[src/design/tcce_pkg.sv]
// shared types and constants of the text console character engine
package tcce_pkg;

   localparam logic [7:0]  NL_CODE    = 8'd10;
   localparam logic [7:0]  BS_CODE    = 8'd8;
   localparam logic [7:0]  SPACE_CODE = 8'h20;
   localparam logic [7:0]  ATTR_RESET = 8'h07;
   localparam logic [15:0] RESET_CELL = 16'h0720;

   typedef enum logic [2:0] {
      OP_READ,
      OP_NOP,
      OP_NEWLINE,
      OP_BACKSPACE,
      OP_PRINT
   } op_kind_type;

   typedef struct packed {
      op_kind_type kind;
      logic [7:0]  char_code;
      logic        in_range;
   } tcce_cmd_type;

   typedef enum logic [1:0] {
      BK_CLEAR,
      BK_RUN,
      BK_BLANK
   } bk_state_type;

   typedef struct packed {
      logic clearing;
      logic blanking;
   } bk_status_type;

endpackage

[src/design/tcce_front.sv]
// front end: takes words, classifies them and hands them to the queue
module tcce_front
   import tcce_pkg::*;
#(
   parameter int COLUMNS = 80,
   parameter int ROWS    = 25,
   parameter int LIN_W   = 11
) (
   input  logic               clock,
   input  logic               reset,
   input  logic               start,
   output logic               busy,
   input  logic               req_func,
   input  logic [7:0]         req_char_code,
   input  logic [4:0]         req_read_row,
   input  logic [6:0]         req_read_col,
   input  logic               clearing,
   input  logic               q_ready,
   output logic               q_push,
   output tcce_cmd_type       q_cmd,
   output logic [LIN_W-1:0]   q_lin
);

   logic              fr_valid_ff, fr_valid_in;
   tcce_cmd_type      fr_cmd_ff, fr_cmd_in;
   logic [LIN_W-1:0]  fr_lin_ff, fr_lin_in;
   logic              take;

   assign busy  = clearing || (fr_valid_ff && !q_ready);
   assign take  = start && !busy;

   always_comb begin
      fr_cmd_in.char_code = req_char_code;
      fr_cmd_in.in_range  = (32'(req_read_row) < ROWS) && (32'(req_read_col) < COLUMNS);
      if (req_func) begin
         fr_cmd_in.kind = OP_READ;
      end else if (req_char_code == 8'd0) begin
         fr_cmd_in.kind = OP_NOP;
      end else if (req_char_code == NL_CODE) begin
         fr_cmd_in.kind = OP_NEWLINE;
      end else if (req_char_code == BS_CODE) begin
         fr_cmd_in.kind = OP_BACKSPACE;
      end else begin
         fr_cmd_in.kind = OP_PRINT;
      end
      // logical cell index of the read, row major
      fr_lin_in = LIN_W'(32'(req_read_row) * COLUMNS + 32'(req_read_col));
   end

   always_comb begin
      if (take) begin
         fr_valid_in = 1'b1;
      end else if (fr_valid_ff && q_ready) begin
         fr_valid_in = 1'b0;
      end else begin
         fr_valid_in = fr_valid_ff;
      end
   end

   always_ff @(posedge clock) begin
      if (reset) begin
         fr_valid_ff <= 1'b0;
      end else begin
         fr_valid_ff <= fr_valid_in;
      end
   end

   always_ff @(posedge clock) begin
      if (take) begin
         fr_cmd_ff <= fr_cmd_in;
         fr_lin_ff <= fr_lin_in;
      end
   end

   assign q_push = fr_valid_ff;
   assign q_cmd  = fr_cmd_ff;
   assign q_lin  = fr_lin_ff;

endmodule

[config.mk]
export PLATFORM = sky130hd
export DESIGN_NAME = tcce_front
export DESIGN_NICKNAME = d
export VERILOG_FILES = /design/src/design/tcce_pkg.sv /design/src/design/tcce_front.sv
export SDC_FILE = /design/constraint.sdc
export NUM_CORES = 1
export LEC_CHECK = 0
export BUFFER_PORTS_ARGS = -buffer_cell sky130_fd_sc_hd__buf_2
export CAP_MARGIN = 20
export CORE_UTILIZATION = 45
export DETAILED_ROUTE_END_ITERATION = 16
export MAX_ROUTING_LAYER = met4
export PLACE_DENSITY_LB_ADDON = 0.1
export SLEW_MARGIN = 20
export SYNTH_ARGS = -nofsm -noshare
export SYNTH_HDL_FRONTEND = slang
export SYNTH_SLANG_ARGS = --single-unit
[constraint.sdc]
create_clock -name clock -period 2.4 [get_ports clock]
set_clock_uncertainty 0.1 [all_clocks]
set_input_delay 0.12 -clock clock [delete_from_list [all_inputs] [get_ports clock]]
set_output_delay 0.12 -clock clock [all_outputs]
set_load 0.005 [all_outputs]
# Word-level counts from Yosys, hierarchy flattened
# Index checks and enable logic that the tools add are counted.
[word_totals]
output_inout_bits = 25
wordCells = 29
in_bits = 26
register_bits = 24
[op_classes]
add_sub_neg = 1
magnitude_cmp = 2
mux = 5
multipliers = 1
n_reduce_logical = 11
eq_ne = 2
[op_table]
columns = ["operator", "n"]
rows = [
  ["equality test 8 x 4 -> 1 bit (second input constant)", 2],
  ["adder 11 x 7 -> 11 bit", 1],
  ["logical NOT 8 bit", 1],
  ["< comparator 7 bit (second input constant)", 1],
  ["multiplier 5 x 3 -> 7 bit (second input constant)", 1],
  ["< comparator 5 bit (second input constant)", 1],
  ["logical AND 1 bit", 4],
  ["two-way mux 1 bit", 3],
  ["two-way mux 3 bit", 1],
  ["OR reduction 3 bit", 1],
  ["logical NOT 1 bit", 2],
  ["two-way mux 2 bit", 1],
  ["nonzero test 2 bit", 1],
  ["OR reduction 2 bit", 1],
  ["logical OR 1 bit", 1],
]

# Depth between registers and ports, before layout
[logic_depth]
depth_word = 6
depth_mapped = 7

# Worst setup path before layout
# OpenSTA, ideal clock, no wires.
[synth_timing]
path_kind = "input-to-reg"
startpoint = "input req_read_row[1]"
endpoint = "register fr_lin_ff[10] (netlist: q_lin[10]), data pin"
path_stages = 7
setup_ns = 0.259
t_required_ns = 2.041
path_slack_ns = 0.428
path_buffers = 0
arrival_time_ns = 1.612
cell_sequence = "ha_1 > ha_1 > fa_1 > xor2_2 > o2111ai_1 > xnor2_1 > xnor2_1"
[synth_between]
elab_chain_len = 2
[synth_lines]
columns = ["element", "line", "rtl"]
rows = [
  ["start: declaration", "tcce_front.sv:15", "input logic [4:0] req_read_row,"],
  ["multiplier 5 x 3 -> 7 bit", "tcce_front.sv:47", "fr_lin_in = LIN_W'(32'(req_read_row) * COLUMNS + 32'(req_read_col));"],
  ["adder 11 x 7 -> 11 bit", "tcce_front.sv:47", ""],
  ["net fr_lin_in[10]", "tcce_front.sv:26", "logic [LIN_W-1:0] fr_lin_ff, fr_lin_in;"],
  ["end signal: assignment", "tcce_front.sv:71", "fr_lin_ff <= fr_lin_in;"],
  ["end: declaration", "tcce_front.sv:26", ""],
]
# The timed path passes the listed nets, and every way through them passes these cells.
# A chain may end at the register's enable or synchronous reset.

# Final worst setup path
# Ends and elaborated chain as after synthesis.

==> metrics <==
mapped cell area 1090 sq um; Placer Congestion between 0.6 and 0.7; initial antenna violation count 0; worst skew pair latency 0.30 ns; largest net degree at the start of global routing 24; Worst Tran Pin Value 0.276 ns; post-synth top area share ~64%; crit-path max FO 4; Worst Slack Setup Final between 0.5 and 0.6 ns; first-pass GRT wire length around 3300 um; cts bufs inserted 3; Synth area leader edfxtp_1; pwr dens between 500 and 600 nW/um^2; Leak about 0.69 nW; Slowest cell on crit path fa_1; # rows 17; all-layer global routing usage between 15 and 20%; count of different cell masters after synthesis 21; status complete, no violations; # DRC 0; WP data arrival 1.83 ns; Post-Syn Instances 72; HP Class input pin to register; Hold Slack around 0.017 ns; area grow syn2layout 42.5%; setup TNS 0 ns; dpl cells approximately 150; core region area roughly 2300 sq um; DP HPWL between 1000 and 1500 um; Psw 0.188 mW; # diodes 0; switch share between 20% and 30%; maximum buffer depth of the clock tree 2; total gr overflow 0; root buffer cell clkbuf_4; Max Freq 536 MHz; Comb power frac between 10% and 20%; Clk pwr share a little over a fifth; CTS Sinks 24; unrepaired setup endpoints after global routing false; Place WS between 0.15 and 0.2 ns; Required @ worst endpoint approximately 2.4 ns; final wirelength around 2000 um; Tot Pwr between 0.8 and 0.9 mW; critical path's largest stage delay slightly above 0.4 ns; Pre-Repair DR Iteration Count 3; Die H 51.2 um; postcts setup bufs 0; boundary pin count between 50 and 60; post-DR vias/cell between 4 and 5; register share of total power around 60%; First DRT Iteration DRCs 10; Clock H-tree levels 1; post-layout min period 1.87 ns; vias in the first global route between 800 and 900; Yosys reg bits 24; Critical Path Source Type input pin; syn_nets 109; max_slew headroom between 80% and 90%; CP Capture Type register; Initial Util between 40% and 50%; die width 51.2 um; clock-pin slew on the worst setup and hold paths ~0.12 ns; layout cell share with drive strength beyond 1 about two fifths; period utilization 77.8%; CTS tree done; final hold violation count 0; Nets approximately 180; Max Cap Viol 0; Avg Inst Size Synth about 15 sq um; top cells by area, synth edfxtp_1 (64%), ha_1 (10%), xnor2_1 (4.0%), fa_1 (3.7%), inv_1 (2.1%); Port-buffer cells 50; die area 2620 sq um; CP Cell Sequence buf_2 -> ha_1 -> ha_1 -> fa_1 -> xor2_2 -> o2111ai_1 -> xnor2_1 -> xnor2_1; sequential area share after synthesis about two thirds; Warnings, synthesis 0; Via Count about 800; internal power between 0.6 and 0.7 mW; critical path type input pin to register; Worst VDD drop just under 0.0003 V; Max Slew Vio Count 0; WL/cell approximately 12 um; Final Non-Filler Cells around 170; # setup viols final 0; Antenna Nets Post-Route 0
per-layer routing:
metal | part of all wire [%] | GRT usage (%) | routed length [um]
met1 | 40 | 18.7 | 798
met2 | 53 | 31.6 | 1060
met3 | 6.1 | 3.27 | 123
met4 | 1.1 | 10.2 | 22
met5 | 0 | - | 0
critical path: cells and delay by family:
kind            cells  cell delay, ns
compound gates      1            0.17
xor+xnor            3            0.50
fa+ha+maj           3            0.92
buf+inv             1            0.12
final cells by class:
class                   count  area [sq um]
clock buffers               4          26.3
fillers                   166           706
inverters                   6          22.5
multi-input cells          42           357
flip-flops and latches     24           711
well taps                  28          35.0
repair buffers             65           398
state kept, by name, summed over array words and instances, names as in the netlist:
signal	flops
q_cmd	12
q_push	1
q_lin	11
worst paths after layout:
| check | start | end | slack, ns | cells past startpoint |
|---|---|---|---|---|
| setup / recovery | req_read_row[1] | q_lin[10] | 0.53 | 8 |
| hold / removal | req_func | q_cmd[11] | 0.02 | 2 |
| setup reg to reg | q_push | q_push | 1.13 | 3 |
| hold reg to reg | q_push | q_cmd[10] | 0.86 | 4 |
cells in the final DEF, fill, tap and decap left out:
master          n
nor2_2          1
ha_1            9
nor3_1          2
inv_1           6
nand2_1         2
o21ai_1         1
nor4_1          1
xor2_1          1
buf_4           1
xnor2_1         5
dfxtp_1         1
edfxtp_1       23
a21o_1          2
dlygate4sd3_1  14
nor2b_1         1
and2_1          1
clkbuf_1        1
fa_1            2
o21ai_0         1
buf_2          50
nand2b_1        3
clkbuf_4        3
o311ai_0        1
xor2_2          1
a21oi_1         4
nor2_1          3
o2111ai_1       1
timing repair:
action	4_1_cts	5_1_grt
resized for setup	0	0
hold endpoints to repair	13	0
hold buffers	14	0
power by group through the flow:
stage / clock network [mW] / registers [mW] / logic, mW
floorplan: 0 / 0.511 / 0.0785
detailed placement: 0 / 0.506 / 0.146
global placement: 0 / 0.506 / 0.142
CTS: 0.179 / 0.497 / 0.164
global route: 0.195 / 0.499 / 0.182
finish: 0.173 / 0.496 / 0.162
Yosys cell counts:
library cell and n:
nand2b_1 3, o21ai_0 1, nor3_1 2, xor2_2 1, and2_1 1, ha_1 9, a21o_1 2, o311ai_0 1
xnor2_1 5, a21oi_1 4, o2111ai_1 1, inv_1 6, dfxtp_1 1, nor4_1 1, xor2_1 1, nor2_1 4
nor2b_1 1, nand2_1 2, fa_1 2, o21ai_1 1, edfxtp_1 23
stage by stage:
step | util, % | cell area (sq um)
finish | 68.7 | 1550
detailed placement | 61.3 | 1380
global route | 68.7 | 1550
CTS | 68.7 | 1550
global placement | 61.3 | 1380
floorplan | - | 1090
kinds of logic after synthesis:
logic type | synth area share, %
AOI/OAI and AO/OA | 5.75
adders and majority gates | 14.0
buffers and inverters | 2.07
xor gates and xnor gates | 6.33
DFF | 65.4
and+or+nand+nor | 6.45
(Power assumes the default switching activity.)
