--- src/design/tcce_queue.sv ---
// two-entry queue between the front end and the back end
module tcce_queue #(
   parameter int WIDTH = 8
) (
   input  logic             clock,
   input  logic             reset,
   input  logic             push,
   output logic             push_ready,
   input  logic [WIDTH-1:0] push_data,
   input  logic             pop,
   output logic             pop_valid,
   output logic [WIDTH-1:0] pop_data
);

   logic [WIDTH-1:0] slot_ff [2];
   logic [1:0]       count_ff, count_in;
   logic             wr_ptr_ff, wr_ptr_in;
   logic             rd_ptr_ff, rd_ptr_in;
   logic             do_push, do_pop;

   assign push_ready = (count_ff != 2'd2);
   assign pop_valid  = (count_ff != 2'd0);
   assign do_push    = push && push_ready;
   assign do_pop     = pop && pop_valid;
   assign pop_data   = slot_ff[rd_ptr_ff];

   always_comb begin
      wr_ptr_in = do_push ? !wr_ptr_ff : wr_ptr_ff;
      rd_ptr_in = do_pop  ? !rd_ptr_ff : rd_ptr_ff;
      count_in  = count_ff + 2'(do_push) - 2'(do_pop);
   end

   always_ff @(posedge clock) begin
      if (reset) begin
         count_ff  <= 2'd0;
         wr_ptr_ff <= 1'b0;
         rd_ptr_ff <= 1'b0;
      end else begin
         count_ff  <= count_in;
         wr_ptr_ff <= wr_ptr_in;
         rd_ptr_ff <= rd_ptr_in;
      end
   end

   always_ff @(posedge clock) begin
      if (do_push) begin
         slot_ff[wr_ptr_ff] <= push_data;
      end
   end

endmodule

--- config.mk ---
export PLATFORM = sky130hd
export DESIGN_NAME = tcce_queue
export DESIGN_NICKNAME = d
export VERILOG_FILES = /design/src/design/tcce_queue.sv
export SDC_FILE = /design/constraint.sdc
export NUM_CORES = 1
export LEC_CHECK = 0
export BUFFER_PORTS_ARGS = -buffer_cell sky130_fd_sc_hd__buf_2
export CAP_MARGIN = 40
export CELL_PAD_IN_SITES_DETAIL_PLACEMENT = 1
export CELL_PAD_IN_SITES_GLOBAL_PLACEMENT = 1
export CORE_MARGIN = 5
export CORE_UTILIZATION = 25
export DETAILED_ROUTE_END_ITERATION = 8
export PLACE_DENSITY = 0.56
export SLEW_MARGIN = 20
export SYNTH_ARGS = -nofsm -noshare
export SYNTH_HDL_FRONTEND = slang
export SYNTH_SLANG_ARGS = --single-unit
--- constraint.sdc ---
create_clock -name clock -period 1.99 [get_ports clock]
set_clock_uncertainty 0.15 [all_clocks]
set_input_delay 0.398 -clock clock [delete_from_list [all_inputs] [get_ports clock]]
set_output_delay 0.398 -clock clock [all_outputs]
set_load 0.01 [all_outputs]
# Word level (Yosys, flattened, before mapping)
# Memory sizes are Yosys's and may differ from the RTL's. A register that Yosys moved wholly into a read port is not among the register bits.
# Index checks and enable logic that the tools add are counted.
# totals
out_inout_bits,10
latch_bits,0
reg_bits,4
mem_bits_rw,16
wordCells,16
mem_count,1
input_bits,12
mem_bits_ro,0
# memory_table
name,words,width,rd,rd_ports_with_merged_regs,wr,line_no,rtl
slot_ff,2,8,1,1,1,15,logic [WIDTH-1:0] slot_ff [2];
# classes
n_eq_ne,1
n_div,0
n_reduce_logical,5
n_lt_le_gt_ge,0
shift,0
bitwise,0
n_addsub,2
n_mul,0
muxes,4
# ops
op,n
two-way mux 1 bit,4
adder 2 x 1 -> 2 bit,1
logical AND 1 bit,2
logical NOT 1 bit,2
inequality test 2 bit (second input constant),1
nonzero test 2 bit,1
subtractor 2 x 1 -> 2 bit,1

# Depth between registers and ports, before layout
# Gate-level depths: netlist of run 1.
# logic_depth
depth_word,4
depth_mapped,6
ltp_nobuf,6

# Least setup slack after synthesis of run 1
# Ideal clock, no wire load.
# synth_path
path_kind,input port to flip-flop
from,in pop
to,reg count_ff[1]
stages,6
n_path_buf,0
setup_slack_ps,443
t_required_ps,1716
arrival_ps,1273
cell_sequence,and2b_1 -> o21ba_2 -> nor2_1 -> ha_1 -> nor4_1 -> nor3_1
# synth_via
elab_chain_len,2
# synth_rtl
element,line_no,rtl
from (decl),10,"input logic pop,"
logical AND 1 bit,24,assign do_pop = pop && pop_valid;
subtractor 2 x 1 -> 2 bit,30,count_in = count_ff + 2'(do_push) - 2'(do_pop);
to (signal assigned),39,count_ff <= count_in;
to (decl),16,"logic [1:0] count_ff, count_in;"
# No other way between the ends.
# A chain may end at the register's enable or synchronous reset.

==> flow_metrics.tcl, run 1 <==
set metrics [dict create \
    io_buffers 21 \
    dr_total_vias 512 \
    status "complete, no violations" \
    min_period_ns 1.80 \
    crit_fanout 8 \
    synthArstFlopShare_pct 0 \
    die_area_mm2 0.00458 \
    rrSetupSlack_ns 0.32 \
    critPathKind "register to output pin" \
    gp_congestion 0.752 \
    tightest_slew_ns 0.389 \
    ys_seq_area_share_pct 69.8 \
    n_antenna_cell 0 \
    ctsRootBufferMaster "clkbuf_4" \
    ir_drop_uv 319 \
    max_cap_viol_count 0 \
    start_util_pct 25.3 \
    area_delta_synth_final_pct 22.3 \
    synth_top_family_by_area "multiplexers" \
    yosysWarningCount 0 \
    hold_viol_final 0 \
    insertion_delay_ns 0.30 \
    fin_nets 92 \
    crit_path_start_kind "register" \
    die_h_um 67.7 \
    worstHoldPathType "input port to register" \
    h-tree-depth 1 \
    cts_resized 0 \
    synth_fa_ha_area_share_pct 1.50 \
    fp-row-count 21 \
    slowest_delay_ns 0.45 \
    netlist_top_cells_count "edfxtp_1, mux2_2, dfxtp_1" \
    synthSimpleGateAreaFrac_pct 10.5 \
    synth-compound-area-share_pct 5.26 \
    cp_top_family "flip-flops" \
    synth_top_area_share_pct 57.7 \
    ios 22 \
    synth_area_leader_cell "edfxtp_1" \
    clock-sinks 21 \
    clkTransAtPathRegs_ns 0.11 \
    syn-cell-area_um2 832 \
    synth_xor_area_share_pct 1.05 \
    finalCritPeriodShare_pct 90.2 \
    p_per_area_mw_per_mm2 1020 \
    cp_slowest_cell "dfxtp_2" \
    final-max-slew-violation-count 0 \
    nFillCells 363 \
    dp_hpwl_um 1150 \
    wl_per_cell_um 12.1 \
    cp-end-kind "output pin" \
    cts_tree "done" \
    core_area_mm2 0.00328 \
    fmax_mhz 557 \
    cp.arrival_ns 1.25 \
    relSlewSlack_pct 74.1 \
    drive_gt1_share_pct 46.2 \
    ys_ff_latch 21 \
    critPathBufInv 1 \
    hold_buffers 0 \
    antenna_found_initial 0 \
    grt_max_degree 12 \
    p_leak_nw 0.391 \
    grtUsageTotal_pct 7.24 \
    cts_setup_buffers 0 \
    yosys.cell_types.count 23 \
    rsz0062_at_grt "false" \
    synth_most_common_cell "edfxtp_1" \
    drc 0 \
    drt-initial-drc-count 25 \
    ys_top_cells_by_area "edfxtp_1, dfxtp_1, mux2_2" \
    syn_nets 67 \
    avgSynthCellArea_um2 15.4 \
    cts_made_buffers 3 \
    tns_ns 0 \
    cts_max_path_buffers 2 \
    drtPass1Iterations 2 \
    grt_pass1_wl_um 2360 \
    drt.antenna.violating_nets 0 \
    synth-main-ff-cell "edfxtp_1" \
    synth_enable_flop_cells 16 \
    required_ns 1.44 \
    grt_overflow 0 \
    drt_wl_total_um 1500 \
    power_w 0.00104 \
    synthMuxAreaShare_pct 10.8 \
    die_w_um 67.7 \
    route.detailed.vias_per_inst 4.13 \
    synthCells 54 \
    setup_viol 0 \
    grt_pass1_vias 544 \
    crit_chain "mux2_2 > buf_2" \
]
cell type report:
class | instances | area [µm²] | share of cell area (%)
repair buffers | 21 | 105 | 10.3
flip-flops and latches | 21 | 582 | 57.2
well taps | 46 | 57.6 | 5.66
clock buffers | 4 | 26.3 | 2.58
multi-input cells | 31 | 243 | 23.9
inverters | 1 | 3.75 | 0.369
stage by stage:
stage,cell area [µm²],worst slack [ns],std cells,utilization (%),hold slack (ns)
finish,1020,0.195,124,31.0,0.134
global route,1020,0.114,124,31.0,0.106
CTS,1020,0.00864,124,30.9,0.119
detailed placement,990,0.176,120,30.1,0.350
global placement,990,0.283,120,30.1,0.339
floorplan,832,0.443,54,-,0.317
placed cells by master, fill, tap and decap left out:
cell,netlist,final
a21bo_2,1,1
a21oi_1,1,1
and2b_1,1,1
and3_1,2,2
buf_2,1,21
clkbuf_1,0,1
clkbuf_4,0,3
dfxtp_1,5,4
dfxtp_2,0,1
edfxtp_1,16,16
ha_1,1,1
inv_1,1,1
mux2_2,8,8
nand2b_1,1,1
nand3_1,1,1
nand3b_1,1,1
nor2_1,4,4
nor2b_1,1,1
nor3_1,1,1
nor4_1,1,1
nor4bb_1,1,1
o21ai_0,2,2
o21ba_2,1,1
o31a_1,1,1
or2_2,1,1
xor2_1,1,1
flip-flops by register name (all words and copies together), names as in the netlist, named ones only:
signal	count
count_ff	2
rd_ptr_ff	1
slot_ff	16
wr_ptr_ff	1
path summary, 6_finish.rpt:
check                    start             to  cells past startpoint
setup / recovery      register    pop_data[3]                      2
hold reg to reg      rd_ptr_ff       register                      2
hold / removal    push_data[6]  slot_ff[1][6]                      1
setup reg to reg   count_ff[1]    count_ff[1]                      6
layer usage:
layer  share of wire, %  wire length, µm  vias to the layer above  GRT usage (%)
met5                  0                0                        -              0
met4                2.0               30                        0           3.80
met3                7.0              105                        5           2.66
met2                 50              744                       17           11.2
met1                 41              620                      240           8.73
li1                   -                -                      250              -
power by group:
group / total, W / internal (W) / switching (W)
sequential: 0.000584 / 0.000537 / 0.0000466
combinational: 0.000258 / 0.000138 / 0.000120
clock: 0.000199 / 0.0000780 / 0.000121
total: 0.00104 / 0.000753 / 0.000288
cell families (layout without fill, tap and decap cells):
family          Yosys count  after routing
flops                    21             21
simple gates             15             15
mux                       8              8
compound gates            6              6
buf+inv                   2             26
fa+ha+maj                 1              1
xor+xnor                  1              1
No activity file was read; power rests on OpenSTA's default activity.
==> inputs of run 2 (changes only) <==
--- a/config.mk
+++ b/config.mk
@@ -12,7 +12,8 @@
 export CORE_MARGIN = 5
 export CORE_UTILIZATION = 25
 export DETAILED_ROUTE_END_ITERATION = 8
-export PLACE_DENSITY = 0.56
+export PLACE_DENSITY = 0.51
+export SETUP_SLACK_MARGIN = 0.2
 export SLEW_MARGIN = 20
 export SYNTH_ARGS = -nofsm -noshare
 export SYNTH_HDL_FRONTEND = slang
==> run 2 against run 1 <==
- routed wire length increased by 1.7%
- critical path depth unchanged
- maximum frequency up 1.9%
- setup slack better by 0.034 ns
- global-route usage rose by 0.30 points
- sequential power is essentially flat
- core utilization is 0.15 points higher
- combinational power increased by 2%
- design area is 0.49% higher
==> flow_metrics.tcl, run 2 (synthesized netlist as in run 1, its figures left out) <==
set metrics [dict create \
    cts_setup_buffers 0 \
    clkTransAtPathRegs_ns 0.12 \
    internal-power_w 0.000755 \
    largest_reg_flops 16 \
    grt_max_degree 13 \
    ios 22 \
    setup_viol 0 \
    largest_register "slot_ff" \
    cts_tree "done" \
    utilization_pct 31.1 \
    nFillCells 360 \
    drt.antenna.violating_nets 0 \
    worstHoldPathType "input port to register" \
    relSlewSlack_pct 71.6 \
    p_per_area_mw_per_mm2 1030 \
    final-max-slew-violation-count 0 \
    grt_pass1_vias 529 \
    ctsRootBufferMaster "clkbuf_4" \
    clock-sinks 21 \
    fp-row-count 21 \
    hold_viol_final 0 \
    crit_path_start_kind "register" \
    die_area_mm2 0.00458 \
    rsz0062_at_grt "true" \
    cts_made_buffers 3 \
    p_comb_share_pct 25.2 \
    drc 0 \
    wl_per_cell_um 12.3 \
    tns_ns 0 \
    pwr-share-clk_pct 18.9 \
    die_w_um 67.7 \
    drt_wl_total_um 1530 \
    cp.arrival_ns 1.21 \
    reg_top3 "slot_ff: 16 flops, count_ff: 2 flops" \
    final_common_cell "buf_2" \
    antenna_found_initial 0 \
    grt_pass1_wl_um 2530 \
    area_delta_synth_final_pct 22.9 \
    drtPass1Iterations 3 \
    grt_overflow 0 \
    status "complete, no violations" \
    gp_congestion 0.745 \
    insertion_delay_ns 0.29 \
    cp-end-kind "output pin" \
    required_ns 1.44 \
    fmax_mhz 568 \
    pwr-share-seq_pct 55.9 \
    n_antenna_cell 0 \
    core_area_mm2 0.00328 \
    route.detailed.vias_per_inst 4.00 \
    p_leak_nw 0.395 \
    dr_total_vias 496 \
    critPathKind "register to output pin" \
    min_period_ns 1.76 \
    rrSetupSlack_ns 0.37 \
    h-tree-depth 1 \
    io_buffers 21 \
    cts_max_path_buffers 2 \
    final_cell_mix "buf_2, edfxtp_1, mux2_2, nor2_1" \
    start_util_pct 25.3 \
    finalCritPeriodShare_pct 88.5 \
    crit_fanout 8 \
    max_cap_viol_count 0 \
    die_h_um 67.7 \
    drt-initial-drc-count 7 \
    grtUsageTotal_pct 7.54 \
    fin_nets 92 \
    ir_drop_uv 307 \
    tightest_slew_ns 0.426 \
    power.share.switching_pct 28.2 \
    drive_gt1_share_pct 48.7 \
    p_sw_w 0.000296 \
]
## run 2: power by group through the flow
stage	sequential, W	combinational (W)	clock (W)
floorplan	0.000566	0.000192	0
global placement	0.000594	0.000262	0
detailed placement	0.000595	0.000270	0
CTS	0.000589	0.000272	0.000207
global route	0.000597	0.000297	0.000240
finish	0.000587	0.000264	0.000199
## run 2: path summary, 6_finish.rpt
path                    to  depth (start not counted)          from
max            pop_data[2]                          2      register
min reg2reg       register                          2     rd_ptr_ff
min          slot_ff[1][4]                          1  push_data[4]
max reg2reg    count_ff[1]                          6   count_ff[1]
## run 2: per-layer routing
layer  wire, µm  track usage, %  vias up
met2        735            12.6       14
met4         13            2.28        0
met1        665            8.68      227
met3        112            3.16        2
li1           -               -      253
met5          0               0        -
## run 2: per-stage QoR
stage | power, W | area [µm²] | instances | worst slack (ns) | hold slack, ns
after detailed placement | 0.000866 | 990 | 120 | 0.186 | 0.368
after global routing | 0.00113 | 1020 | 124 | 0.155 | 0.100
after global placement | 0.000856 | 990 | 120 | 0.281 | 0.337
final | 0.00105 | 1020 | 124 | 0.229 | 0.133
after floorplan | 0.000758 | 832 | 54 | 0.443 | 0.317
after CTS | 0.00107 | 1020 | 124 | 0.207 | 0.126
## run 2: critical path: stages (launching register included)
cell and delay [ns]:
dfxtp_4 0.43, mux2_2 0.35, buf_2 0.14
## run 2: cell type report
cell class / count / area [µm²] / share of cell area [%]
inverter: 1 / 3.75 / 0.367
tap: 46 / 57.6 / 5.63
clock inverter: 1 / 5.00 / 0.490
multi-input combinational: 31 / 243 / 23.7
clock buffer: 3 / 22.5 / 2.20
timing repair buffer: 21 / 105 / 10.3
sequential: 21 / 586 / 57.3
## run 2: what timing repair did
item                       in CTS  in global routing
pin swaps                       0                  0
setup endpoints to repair       8                  9
gates resized for setup         2                  1
cloned                          0                  0
hold buffers                    0                  0
==> inputs of run 3 (changes only) <==
--- a/config.mk
+++ b/config.mk
@@ -13,6 +13,7 @@
 export CORE_UTILIZATION = 25
 export DETAILED_ROUTE_END_ITERATION = 8
 export PLACE_DENSITY = 0.51
+export RECOVER_POWER = 100
 export SETUP_SLACK_MARGIN = 0.2
 export SLEW_MARGIN = 20
 export SYNTH_ARGS = -nofsm -noshare
==> run 3 against run 2 <==
- sequential share of layout area increased by 0.70 points
- total power down 1.7%
- setup slack lost 0.039 ns
- sequential power hardly changed
- clock power barely moved
- maximum frequency is 2.2% lower
- final cell count stayed put
- hold slack better by 0.0017 ns
- critical path depth unchanged
- non-clock buffer count did not move
- design area shrank 1.8%
- clock-buffer cell count did not move
- critical path type unchanged
- largest cell class unchanged
- largest power group unchanged
- highest routed layer unchanged
==> flow_metrics.tcl, run 3 (synthesized netlist as in run 1, its figures left out) <==
set metrics [dict create \
    relSlewSlack_pct 72.2 \
    final-max-slew-violation-count 0 \
    crit_fanout 8 \
    slowest_delay_ns 0.46 \
    p_leak_nw 0.362 \
    drt-initial-drc-count 6 \
    min_period_ns 1.80 \
    crit_path_start_kind "register" \
    cts_max_path_buffers 2 \
    fp-row-count 21 \
    clock-sinks 21 \
    ctsRootBufferMaster "clkbuf_4" \
    status "complete, no violations" \
    fin_nets 92 \
    drive_gt1_share_pct 32.1 \
    required_ns 1.44 \
    largest_reg_flops 16 \
    reg_top3 "slot_ff: 16 flops, count_ff: 2 flops" \
    cp_slowest_cell "dfxtp_2" \
    gp_congestion 0.745 \
    ir_drop_uv 306 \
    grt_pass1_wl_um 2530 \
    wl_per_cell_um 12.3 \
    die_h_um 67.7 \
    worstHoldPathType "input port to register" \
    cp-end-kind "output pin" \
    antenna_found_initial 0 \
    start_util_pct 25.3 \
    dr_total_vias 505 \
    cts_made_buffers 3 \
    cp_top_family "flip-flops" \
    grt_max_degree 13 \
    fmax_mhz 555 \
    place_area_um2 990 \
    critPathKind "register to output pin" \
    area_delta_synth_final_pct 20.6 \
    hold_viol_final 0 \
    tightest_slew_ns 0.417 \
    cp.arrival_ns 1.25 \
    hold_buffers 0 \
    ios 22 \
    max_cap_viol_count 0 \
    nFillCells 361 \
    fin_cells 124 \
    final_common_cell "edfxtp_1" \
    grt_overflow 0 \
    n_antenna_cell 0 \
    largest_register "slot_ff" \
    crit_chain "mux2_2 > clkbuf_1" \
    dp_cells 120 \
    drt_wl_total_um 1520 \
    setup_viol 0 \
    power_w 0.00103 \
    cts_setup_buffers 0 \
    grtUsageTotal_pct 7.54 \
    die_w_um 67.7 \
    tns_ns 0 \
    grt_pass1_vias 529 \
    drc 0 \
    core_area_mm2 0.00328 \
    io_buffers 21 \
    postLayoutCellArea_mm2 0.00100 \
    route.detailed.vias_per_inst 4.07 \
    insertion_delay_ns 0.29 \
    critPathBufInv 1 \
    finalCritPeriodShare_pct 90.5 \
    rsz0062_at_grt "true" \
    p_per_area_mw_per_mm2 1030 \
    clkTransAtPathRegs_ns 0.12 \
    cts_tree "done" \
    final_cell_mix "edfxtp_1, clkbuf_1, buf_2, mux2_2" \
    die_area_mm2 0.00458 \
    drtPass1Iterations 4 \
    h-tree-depth 1 \
    drt.antenna.violating_nets 0 \
]
## run 3: cell count changes in the layout (fill, tap and decap cells not counted), sizes merged
cell and change:
buf -12, clkbuf +12
## run 3: layer usage
layer	up-vias	wire (µm)	part of all wire (%)	GRT usage, %
met5	-	0	0	0
met4	0	12	0.79	2.28
met3	2	122	8.0	3.16
met2	14	736	48	12.6
met1	237	651	43	8.68
li1	252	-	-	-
## run 3: final cells by class
class / count / area, µm² / area share [%]
clock buffers: 3 / 22.5 / 2.24
clock inverters: 1 / 5.00 / 0.499
inverters: 1 / 3.75 / 0.374
multi-input cells: 31 / 243 / 24.2
flip-flops and latches: 21 / 582 / 58.0
well taps: 46 / 57.6 / 5.74
repair buffers: 21 / 90.1 / 8.98
## run 3: stage by stage
step	hold slack, ns	setup WS (ns)	utilization (%)
after global placement	0.337	0.281	30.1
after CTS	0.126	0.207	31.1
final	0.135	0.189	30.6
after floorplan	0.317	0.443	-
after detailed placement	0.368	0.186	30.1
after global routing	0.100	0.0933	30.6
## run 3: power by group
part | total [W] | internal (W) | switching [W]
registers | 0.000584 | 0.000537 | 0.0000470
logic | 0.000252 | 0.000126 | 0.000126
clock network | 0.000197 | 0.0000746 | 0.000122
## run 3: path summary, 6_finish.rpt
check	startpoint	to	slack, ns	cells past startpoint
worst max register to register	count_ff[1]	count_ff[1]	0.31	6
worst min-delay path	push_data[4]	slot_ff[1][4]	0.13	1
worst min register to register	rd_ptr_ff	register	0.38	2
worst max-delay path	register	pop_data[2]	0.19	2
## run 3: repair_timing
item,4_1_cts,5_1_grt
gates resized for setup,2,1
pin swaps,0,0
setup endpoints to repair,8,9
